File: config.mk
export PLATFORM = sky130hd
export DESIGN_NAME = cte_edit_logic
export DESIGN_NICKNAME = d
export VERILOG_FILES = /design/src/cte_pkg.sv /design/src/cte_edit_logic.sv
export SDC_FILE = /design/constraint.sdc
export NUM_CORES = 1
export LEC_CHECK = 0
export BUFFER_PORTS_ARGS = -buffer_cell sky130_fd_sc_hd__buf_4
export CORE_MARGIN = 4
export CORE_UTILIZATION = 53
export DETAILED_ROUTE_END_ITERATION = 10
export PLACE_DENSITY_LB_ADDON = 0.25
export SYNTH_ARGS = -nofsm -noshare
export SYNTH_HDL_FRONTEND = slang
export SYNTH_SLANG_ARGS = --single-unit
File: constraint.sdc
create_clock -name vclk -period 4.51
set_input_delay 0.451 -clock vclk [all_inputs]
set_output_delay 0.451 -clock vclk [all_outputs]
set_load 0.005 [all_outputs]
File: src/cte_pkg.sv
// Package for the calendar time set editor: event codes, field codes,
// payload and state structs, and the day-of-month limit function.
// No dependencies.
package cte_pkg;

  // Field widths
  localparam int unsigned YearW   = 7;
  localparam int unsigned MonthW  = 4;
  localparam int unsigned DayW    = 5;
  localparam int unsigned HourW   = 5;
  localparam int unsigned MinuteW = 6;
  localparam int unsigned SecondW = 6;
  localparam int unsigned CmdW    = 3;
  localparam int unsigned FieldW  = 3;
  localparam int unsigned PeriodW = 16;

  // Field ranges
  localparam logic [YearW-1:0]   YearMax   = 7'd99;
  localparam logic [MonthW-1:0]  MonthMin  = 4'd1;
  localparam logic [MonthW-1:0]  MonthMax  = 4'd12;
  localparam logic [DayW-1:0]    DayMin    = 5'd1;
  localparam logic [DayW-1:0]    DayMax    = 5'd31;
  localparam logic [HourW-1:0]   HourMax   = 5'd23;
  localparam logic [MinuteW-1:0] MinuteMax = 6'd59;
  localparam logic [SecondW-1:0] SecondMax = 6'd59;

  localparam logic [PeriodW-1:0] BlinkPeriodReset = 16'd1000;

  // Event codes; codes 6 and 7 carry no meaning
  typedef enum logic [CmdW-1:0] {
    CMD_TICK = 3'd0,
    CMD_MODE = 3'd1,
    CMD_NEXT = 3'd2,
    CMD_INC  = 3'd3,
    CMD_DEC  = 3'd4,
    CMD_LOAD = 3'd5
  } cte_cmd_e;

  // Field codes for the edit selection
  typedef enum logic [FieldW-1:0] {
    FLD_YEAR   = 3'd0,
    FLD_MONTH  = 3'd1,
    FLD_DAY    = 3'd2,
    FLD_HOUR   = 3'd3,
    FLD_MINUTE = 3'd4,
    FLD_SECOND = 3'd5
  } cte_field_e;

  typedef struct packed {
    logic [CmdW-1:0]    cmd;
    logic [YearW-1:0]   in_year;
    logic [MonthW-1:0]  in_month;
    logic [DayW-1:0]    in_day;
    logic [HourW-1:0]   in_hour;
    logic [MinuteW-1:0] in_minute;
    logic [SecondW-1:0] in_second;
  } cte_in_t;

  typedef struct packed {
    logic [YearW-1:0]   out_year;
    logic [MonthW-1:0]  out_month;
    logic [DayW-1:0]    out_day;
    logic [HourW-1:0]   out_hour;
    logic [MinuteW-1:0] out_minute;
    logic [SecondW-1:0] out_second;
    logic               set_mode;
    logic [FieldW-1:0]  selected_field;
    logic               blank_selected;
    logic               write_back;
  } cte_out_t;

  typedef struct packed {
    logic [YearW-1:0]   year;
    logic [MonthW-1:0]  month;
    logic [DayW-1:0]    day;
    logic [HourW-1:0]   hour;
    logic [MinuteW-1:0] minute;
    logic [SecondW-1:0] second;
    logic               edit_mode;
    cte_field_e         field_sel;
    logic               blink;
    logic [PeriodW-1:0] tick_count;
  } cte_state_t;

  // Last day of the month; every year divisible by four is leap
  function automatic logic [DayW-1:0] day_limit(input logic [MonthW-1:0] month,
                                                input logic [YearW-1:0] year);
    logic [DayW-1:0] lim;
    lim = DayMax;
    if (month == 4'd4 || month == 4'd6 || month == 4'd9 || month == 4'd11) begin
      lim = 5'd30;
    end else if (month == 4'd2) begin
      lim = (year[1:0] == 2'd0) ? 5'd29 : 5'd28;
    end
    return lim;
  endfunction

endpackage

File: src/cte_edit_logic.sv
// Next-state logic of the editor: tick/blink, mode, field select, step up,
// step down and load. Depends on cte_pkg.
module cte_edit_logic import cte_pkg::*; (
  input  cte_state_t         state_i,
  input  cte_in_t            item_i,
  input  logic [PeriodW-1:0] period_i,
  output cte_state_t         state_o,
  output logic               write_back_o
);

  always_comb begin
    cte_state_t      s;
    logic [PeriodW-1:0] cnt_inc;
    logic [DayW:0]   day_wide;
    logic [DayW-1:0] lim;

    s            = state_i;
    write_back_o = 1'b0;
    cnt_inc      = state_i.tick_count + 16'd1;
    day_wide     = {1'b0, state_i.day};
    lim          = DayMax;

    unique case (item_i.cmd)
      CMD_TICK: begin
        // Advance the counter; toggle blink at the half period
        s.tick_count = cnt_inc;
        if (cnt_inc >= period_i) begin
          s.tick_count = '0;
          s.blink      = !state_i.blink;
        end
      end
      CMD_MODE: begin
        if (!state_i.edit_mode) begin
          s.edit_mode = 1'b1;
          s.field_sel = FLD_YEAR;
        end else begin
          s.edit_mode  = 1'b0;
          write_back_o = 1'b1;
        end
      end
      CMD_NEXT: begin
        if (state_i.edit_mode) begin
          if (state_i.field_sel >= FLD_SECOND) begin
            s.field_sel = FLD_YEAR;
          end else begin
            s.field_sel = cte_field_e'(state_i.field_sel + 3'd1);
          end
        end
      end
      CMD_INC: begin
        if (state_i.edit_mode) begin
          // Step the selected field up, wrapping to its minimum
          unique case (state_i.field_sel)
            FLD_YEAR:   s.year   = (state_i.year >= YearMax) ? '0 : state_i.year + 7'd1;
            FLD_MONTH:  s.month  = (state_i.month >= MonthMax) ? MonthMin
                                                               : state_i.month + 4'd1;
            FLD_DAY:    day_wide = {1'b0, state_i.day} + 6'd1;
            FLD_HOUR:   s.hour   = (state_i.hour >= HourMax) ? '0 : state_i.hour + 5'd1;
            FLD_MINUTE: s.minute = (state_i.minute >= MinuteMax) ? '0
                                                                 : state_i.minute + 6'd1;
            FLD_SECOND: s.second = (state_i.second >= SecondMax) ? '0
                                                                 : state_i.second + 6'd1;
            default: ;
          endcase
          // Check the day against the updated month and year
          lim = day_limit(s.month, s.year);
          if (day_wide > {1'b0, lim}) begin
            s.day = DayMin;
          end else begin
            s.day = day_wide[DayW-1:0];
          end
        end
      end
      CMD_DEC: begin
        if (state_i.edit_mode) begin
          lim = day_limit(state_i.month, state_i.year);
          // Step the selected field down, wrapping to its maximum
          unique case (state_i.field_sel)
            FLD_YEAR:   s.year   = (state_i.year == '0) ? YearMax : state_i.year - 7'd1;
            FLD_MONTH:  s.month  = (state_i.month <= MonthMin) ? MonthMax
                                                               : state_i.month - 4'd1;
            FLD_DAY:    s.day    = (state_i.day <= DayMin) ? lim : state_i.day - 5'd1;
            FLD_HOUR:   s.hour   = (state_i.hour == '0) ? HourMax : state_i.hour - 5'd1;
            FLD_MINUTE: s.minute = (state_i.minute == '0) ? MinuteMax
                                                          : state_i.minute - 6'd1;
            FLD_SECOND: s.second = (state_i.second == '0) ? SecondMax
                                                          : state_i.second - 6'd1;
            default: ;
          endcase
          if (s.day > day_limit(s.month, s.year)) begin
            s.day = DayMin;
          end
        end
      end
      CMD_LOAD: begin
        if (!state_i.edit_mode) begin
          // Saturate each loaded field into its range
          s.year   = (item_i.in_year > YearMax) ? YearMax : item_i.in_year;
          s.month  = (item_i.in_month < MonthMin) ? MonthMin :
                     (item_i.in_month > MonthMax) ? MonthMax : item_i.in_month;
          s.day    = (item_i.in_day < DayMin) ? DayMin : item_i.in_day;
          s.hour   = (item_i.in_hour > HourMax) ? HourMax : item_i.in_hour;
          s.minute = (item_i.in_minute > MinuteMax) ? MinuteMax : item_i.in_minute;
          s.second = (item_i.in_second > SecondMax) ? SecondMax : item_i.in_second;
        end
      end
      default: ;
    endcase

    state_o = s;
  end

endmodule

# [Yosys cells after proc, flatten, opt, wreduce, memory -nomap -nowiden]
# Index checks and enable logic that the tools add are counted.
[classes] mux=71 eq_ne=25 add_sub_neg=14 n_lt_le_gt_ge=18 n_reduce_logical=19
[op_table] cell="2-to-1 mux 33 bit" count=3
[op_table] cell="case mux 33 bit (3 select lines)" count=1
[op_table] cell="2-to-1 mux 5 bit" count=16
[op_table] cell="2-to-1 mux 6 bit" count=13
[op_table] cell="2-to-1 mux 7 bit" count=9
[op_table] cell="2-to-1 mux 4 bit" count=10
[op_table] cell="2-to-1 mux 17 bit" count=2
[op_table] cell="== test 4 x 3 -> 1 bit (second input constant)" count=6
[op_table] cell="== test 4 bit (second input constant)" count=6
[op_table] cell="adder 16 x 1 -> 16 bit (second input constant)" count=1
[op_table] cell="greater-or-equal comparator 16 bit" count=1
[op_table] cell="adder 6 x 1 -> 6 bit (second input constant)" count=2
[op_table] cell="== test 3 x 2 -> 1 bit (second input constant)" count=4
[op_table] cell="== test 3 bit (second input constant)" count=4
[op_table] cell="== test 4 x 2 -> 1 bit (second input constant)" count=3
[op_table] cell="greater-or-equal comparator 6 bit (second input constant)" count=2
[op_table] cell="> comparator 6 bit (second input constant)" count=2
[op_table] cell="zero test 6 bit" count=2
[op_table] cell="2-to-1 mux 2 bit" count=6
[op_table] cell="subtractor 6 x 1 -> 6 bit (second input constant)" count=2
[op_table] cell="subtractor 5 x 1 -> 5 bit (second input constant)" count=2
[op_table] cell="logical OR 1 bit" count=9
[op_table] cell="2-to-1 mux 3 bit" count=3
[op_table] cell="adder 7 x 1 -> 7 bit (second input constant)" count=1
[op_table] cell="other kinds (27)" count=37
[totals] inputBits=106 register_bits=0 out_inout_bits=55

# [Depth between registers and ports, before layout]
# Gate-level depths: netlist of the first run.
[depth] depth_word=16 depth_mapped=16

# [Least setup slack after synthesis of the first run]
# Ideal clock, no wire load.
[synth_path] path_type="input port to output port" from="input port state_i[43] (netlist name)" to="output port state_o[38] (netlist name)" path_slack_ps=833 path_stages=13 arrival_time_ps=3226 path_cell_list="clkbuf_1 -> inv_1 -> ha_1 -> o21a_1 -> o21ai_0 -> o21ai_0 -> a2111oi_0 -> ha_1 -> nor2b_1 -> o21ai_0 -> a31oi_1 -> a2111oi_0 -> o311ai_0"
[synth_rtl] item="start, declared" line_no="cte_edit_logic.sv:4" rtl="input cte_state_t state_i,"
[synth_rtl] item="end, declared" line_no="cte_edit_logic.sv:7" rtl="output cte_state_t state_o,"

==> metrics.md, run 1 <==
| Metric | Value |
|---|---|
| Fin crit period | `between 4 and 5 ns` |
| DRT iter0 DRCs | `~530` |
| Seq cells | `0` |
| Starting Density | `between 50% and 60%` |
| Slowest cell on the critical path | `nor3_1` |
| Placed insts | `945` |
| Area grow syn2layout | `27.13%` |
| Min-delay worst type | `input pin to primary output` |
| Core area | `about 0.008 mm2` |
| Clock power share | `0%` |
| DIE AREA | `between 0.009 and 0.01 mm2` |
| Maxcap violations | `0` |
| Final setup violation count | `0` |
| Crit. End Element | `primary output` |
| # hold bufs at CTS | `0` |
| Most frequent cells in the layout | `buf_4, nand2_1, o21ai_0, nor2_1, a21oi_1` |
| Leak | `roughly 2.5 nW` |
| Most common cell after layout, fill and taps aside | `buf_4` |
| CP arrival | `3.69 ns` |
| Worst Path Buf+Inv | `3` |
| Port Buffer Count | `161` |
| Warnings from Yosys | `0` |
| Die Height | `between 90 and 100 um` |
| Antenna Nets Post-Route | `0` |
| Row cnt | `32` |
| Cell Int Power | `234.7 uW` |
| Crit path cell chain | `buf_4 -> inv_1 -> ha_1 -> nand2b_1 -> nor2_1 -> a32oi_1 -> or2_2 -> a211oi_1 -> a211oi_1 -> ha_1 -> nand2_1 -> nand2_1 -> nor3_1 -> a211o_1 -> a21oi_1 -> o31a_1 -> buf_4` |
| Final #Nets | `between 900 and 1000` |
| Req. time, crit path | `4.06 ns` |
| RSZ-0062 raised after global routing | `no` |
| Fmax | `between 200 and 250 MHz` |
| Via-per-instance ratio | `roughly 6.6` |
| # clk buffers | `0` |
| Share of cells above drive strength 1 | `21.95%` |
| Global route total overflow | `0` |
| End-of-flow core utilization | `70.46%` |
| Tcrit/Tclk final | `91.75%` |
| GPL Wtd Cong | `about 0.97` |
| WL final | `~16000 um` |
| Post-CTS sizing | `0` |
| Crit path launch | `state_i[18]` |
| CP Max Fanout | `10` |
| Synth Cell Area | `0.004372 mm2` |
| Fin. max-slew vios | `0` |
| Chip Width | `a little under 100 um` |
| Diodes inserted | `0` |
| Max transition margin | `41.78%` |
| Part of the power in registers | `0%` |
| Final cell count without fillers | `945` |
| Pre-CTS WS | `roughly 0.24 ns` |
| Setup Buffers After CTS | `0` |
| Logic gate share of total power | `between 90% and 100%` |
| FF/Latch Area | `0 um2` |
| Largest net degree at the start of global routing | `40` |
| Synth unique cells | `69` |
| Final-report hold violation count | `0` |
| Crit path kind | `input pin to primary output` |
| Vias in the first global route | `roughly 5700` |
| Setup TNS | `0 ns` |
| Routed len/inst | `~17 um` |
| HP Start | `item_i[8]` |
| Max IR drop VDD | `around 0.057 mV` |
| Initial antenna violation count | `0` |
| PwrDens | `91.44 mW/mm2` |
| Average size of a mapped cell | `between 6 and 7 um2` |
| Net Count, Synth | `878` |
| Register area share after synthesis | `0%` |
| Worst slew pin tran | `between 0.8 and 0.9 ns` |
| Sw frac | `53.83%` |
| Via count | `6215` |
| DRC Markers | `0` |
| Hpwl dp | `12910 um` |
| First-pass GRT wire length | `26330 um` |
| Total power | `~510 uW` |
| Final setup margin | `0.3721 ns` |
| # IOs | `161` |
| CP top delay family | `simple AND/OR/NAND/NOR gates` |
| Switching pwr | `around 270 uW` |
| Mapped Cells | `about 730` |
| Run status | `finished clean` |
| Total track usage | `about 30%` |
| Drt first pass iters | `5` |
| Crit path launch type | `input pin` |
| Worst path max stage delay | `0.44 ns` |
-- through the flow --
| stage | area [um2] | hold WS (ns) |
|---|---|---|
| 3_3_place_gp | 5555 | 1.189 |
| 4_1_cts | 5555 | 1.188 |
| 2_1_floorplan | 4372 | 0.9620 |
| 5_1_grt | 5558 | 1.204 |
| 6_report | 5558 | 1.189 |
| 3_5_place_dp | 5555 | 1.188 |
-- tightest hold or removal path, cell delays in order --
cell and delay, ns:
buf_4 0.08, a211o_1 0.10, buf_4 0.10
-- Yosys cell counts (9+ instances only) --
cell	n	area share (%)
a21oi_1	53	6.1
a31oi_1	14	2.0
nand2_1	102	8.8
clkbuf_1	41	3.5
inv_1	44	3.8
o31ai_1	13	2.2
nor3_1	32	3.7
nor2_1	57	4.9
a221o_1	11	2.5
xnor2_1	16	3.2
ha_1	44	13
nand2b_1	9	1.3
nand3_1	28	3.2
nor2b_1	13	1.9
o21ai_0	66	7.6
nand4_1	10	1.4
-- kinds of logic (layout without fill, tap and decap cells) --
family | after synthesis | after routing | synth area share (%)
buf+inv | 98 | 213 | 8.758
xor+xnor | 23 | 23 | 4.608
simple gates | 307 | 307 | 34.95
mux | 2 | 2 | 0.4865
compound gates | 253 | 253 | 38.38
fa+ha+maj | 45 | 45 | 12.82
-- power by group through the flow --
stage | clock [mW] | sequential (mW) | combinational (mW)
floorplan | 0 | 0 | 0.273
global placement | 0 | 0 | 0.487
detailed placement | 0 | 0 | 0.498
CTS | 0 | 0 | 0.501
global route | 0 | 0 | 0.557
finish | 0 | 0 | 0.508
-- per-layer routing --
layer / track usage (%) / routed length, um / vias to the layer above
met3: 3.114 / 1634 / 46
met1: 40.61 / 6393 / 2823
met2: 52.69 / 7858 / 411
li1: - / - / 2935
met4: 9.034 / 415 / 0
met5: 0 / 0 / -
-- final timing paths --
kind | to | slack (ns) | cells after the start
max | state_o[39] | 0.37 | 17
min | state_o[29] | 1.19 | 3
-- final cells by class --
| type | count | area [um2] |
|---|---|---|
| Fill cell | 697 | 2330 |
| Multi-Input combinational cell | 630 | 3996 |
| Inverter | 44 | 165.2 |
| Timing Repair Buffer | 169 | 1269 |
| Tap cell | 102 | 127.6 |
No activity file was read; power rests on OpenSTA's default activity.
==> run 2, diff against run 1 <==
- GPL_TIMING_DRIVEN: default -> 0
==> run 2 against run 1 <==
  * Worst setup slack got worse by 0.095 ns
  * Final cell count rose by 3.6%
  * Sequential share of layout area is the same
  * Critical path depth fell by 1
  * Maximum frequency down 2.2%
  * Die area is the same
  * First-iteration DRC count rose by 25%
  * Via count grew 5.8%
  * Sequential cell count unchanged
  * Non-clock buffer count grew 34
  * Highest routed layer unchanged
==> metrics.md, run 2 (synthesized netlist as in run 1, its figures left out) <==
| Metric | Value |
|---|---|
| Total track usage | `33.54% (+2.8 points)` |
| End-of-flow core utilization | `71.35% (+0.89 points)` |
| DRC Markers | `0 (unchanged)` |
| Crit path kind | `input pin to primary output` |
| Most frequent cells in the layout | `buf_4, nand2_1, o21ai_0, nor2_1, a21oi_1` |
| Setup TNS | `0 ns (unchanged)` |
| M3 GR Usage | `3.326% (+0.21 points)` |
| Via count | `6573 (+5.8%)` |
| PwrDens | `92.54 mW/mm2 (+1.2%)` |
| Design area | `0.005628 mm2 (+1.3%)` |
| Switching pwr | `288.0 uW (+5.3%)` |
| Vias in the first global route | `6109 (+7.1%)` |
| Sw frac | `55.30% (+1.5 points)` |
| Cell Int Power | `232.8 uW (-0.79%)` |
| Starting Density | `55.43% (unchanged)` |
| GPL Wtd Cong | `0.9632 (-0.73%)` |
| Final cell count without fillers | `979 (+3.6%)` |
| CP Max Fanout | `8 (-2)` |
| # IOs | `161 (unchanged)` |
| Chip Width | `98.82 um (unchanged)` |
| Final #Nets | `1029 (+3.4%)` |
| Most common cell after layout, fill and taps aside | `buf_4` |
| Final setup violation count | `0 (unchanged)` |
| DIE AREA | `0.009765 mm2 (unchanged)` |
| Crit. End Element | `primary output` |
| GR peak layer | `met2` |
| Min-delay worst type | `input pin to primary output` |
| WL final | `17580 um (+7.9%)` |
| Routed len/inst | `17.96 um (+4.1%)` |
| Max transition margin | `50.14% (+8.4 points)` |
| CP arrival | `3.78 ns (+0.09 ns)` |
| First-pass GRT wire length | `28480 um (+8.2%)` |
| Req. time, crit path | `4.06 ns (about the same)` |
| DRT iter0 DRCs | `664 (+25%)` |
| Run status | `finished clean` |
| Crit path launch type | `input pin` |
| Clock power share | `0% (unchanged)` |
| Diodes inserted | `0 (unchanged)` |
| Met1 usage | `45.07% (+4.5 points)` |
| Total power | `520.8 uW (+2.5%)` |
| Seq cells | `0 (unchanged)` |
| Tcrit/Tclk final | `93.85% (+2.1 points)` |
| RSZ-0062 raised after global routing | `no` |
| Setup Buffers After CTS | `0 (unchanged)` |
| Via-per-instance ratio | `6.714 (+2.1%)` |
| Antenna Nets Post-Route | `0 (unchanged)` |
| Fin crit period | `4.233 ns (+0.09478 ns)` |
| Placed insts | `979 (+3.6%)` |
| Drt first pass iters | `6 (+1)` |
| Worst slew pin tran | `0.7375 ns (-0.1266 ns)` |
| Area grow syn2layout | `28.74%` |
| Global route total overflow | `0 (unchanged)` |
| Maxcap violations | `0 (unchanged)` |
| # hold bufs at CTS | `0 (unchanged)` |
| Fmax | `236.3 MHz (-2.2%)` |
| Port Buffer Count | `149 (-7.5%)` |
| Largest net degree at the start of global routing | `11 (-73%)` |
| Logic gate share of total power | `100.0% (about the same)` |
| Part of the power in registers | `0% (unchanged)` |
| Hpwl dp | `13980 um (+8.3%)` |
| Max IR drop VDD | `0.06012 mV (+6.3%)` |
| Initial antenna violation count | `0 (unchanged)` |
| Fin. max-slew vios | `0 (unchanged)` |
| # clk buffers | `0 (unchanged)` |
| FF/Latch Area | `0 um2 (unchanged)` |
| Core area | `0.007888 mm2 (unchanged)` |
| Final-report hold violation count | `0 (unchanged)` |
| Grt met2 use | `56.51% (+3.8 points)` |
| Die Height | `98.82 um (unchanged)` |
| DP Area | `0.005618 mm2 (+1.1%)` |
| Leak | `2.476 nW (about the same)` |
| Share of cells above drive strength 1 | `19.95% (-2.0 points)` |
| Row cnt | `32 (unchanged)` |
[run 2: what timing repair did]
| action | CTS | global route |
|---|---|---|
| gates cloned | 0 | 0 |
| endpoints found under the setup margin | 5 | 5 |
| resized for setup | 2 | 3 |
| pin swaps | 0 | 0 |
[run 2: worst paths after layout]
check        start  cells past startpoint          end  slack [ns]
max    state_i[43]                     16  state_o[38]        0.28
min      item_i[8]                      3  state_o[29]        1.19
[run 2: worst max-delay path, cell delays in order]
cell and delay [ns]:
buf_4 0.10, clkbuf_1 0.30, inv_1 0.19, ha_1 0.28, o21a_1 0.24, o21ai_0 0.14
o21ai_0 0.17, a2111oi_2 0.44, a221oi_1 0.17, ha_1 0.22, nor2b_1 0.14, o21ai_2 0.12
a31oi_1 0.22, a2111oi_0 0.08, o311ai_0 0.32, buf_4 0.18
[run 2: final cells by class]
cell class,instances,area (um2)
well taps,102,127.6
multi-input cells,630,3999
plain buffers,54,217.7
inverters,44,165.2
fillers,708,2260
repair buffers,149,1119
[run 2: power by group through the flow]
stage	Combinational, mW	Clock [mW]	Sequential [mW]
after floorplan	0.273	0	0
after CTS	0.506	0	0
final	0.521	0	0
after global placement	0.489	0	0
after global routing	0.567	0	0
after detailed placement	0.503	0	0
[run 2: metal layers]
layer  up-vias  part of all wire [%]  wire length (um)
met4         0                   3.5               612
met1      2961                    39              6844
met2       512                    46              8066
met5         -                     0                 0
met3        97                    12              2058
li1       3003                     -                 -
[run 2: stage by stage]
step | hold slack (ns) | worst slack [ns]
floorplan | 0.9620 | 0.8325
global placement | 1.190 | -0.2300
detailed placement | 1.191 | -0.2106
CTS | 1.191 | 0.09876
global route | 1.217 | 0.02489
finish | 1.190 | 0.2773
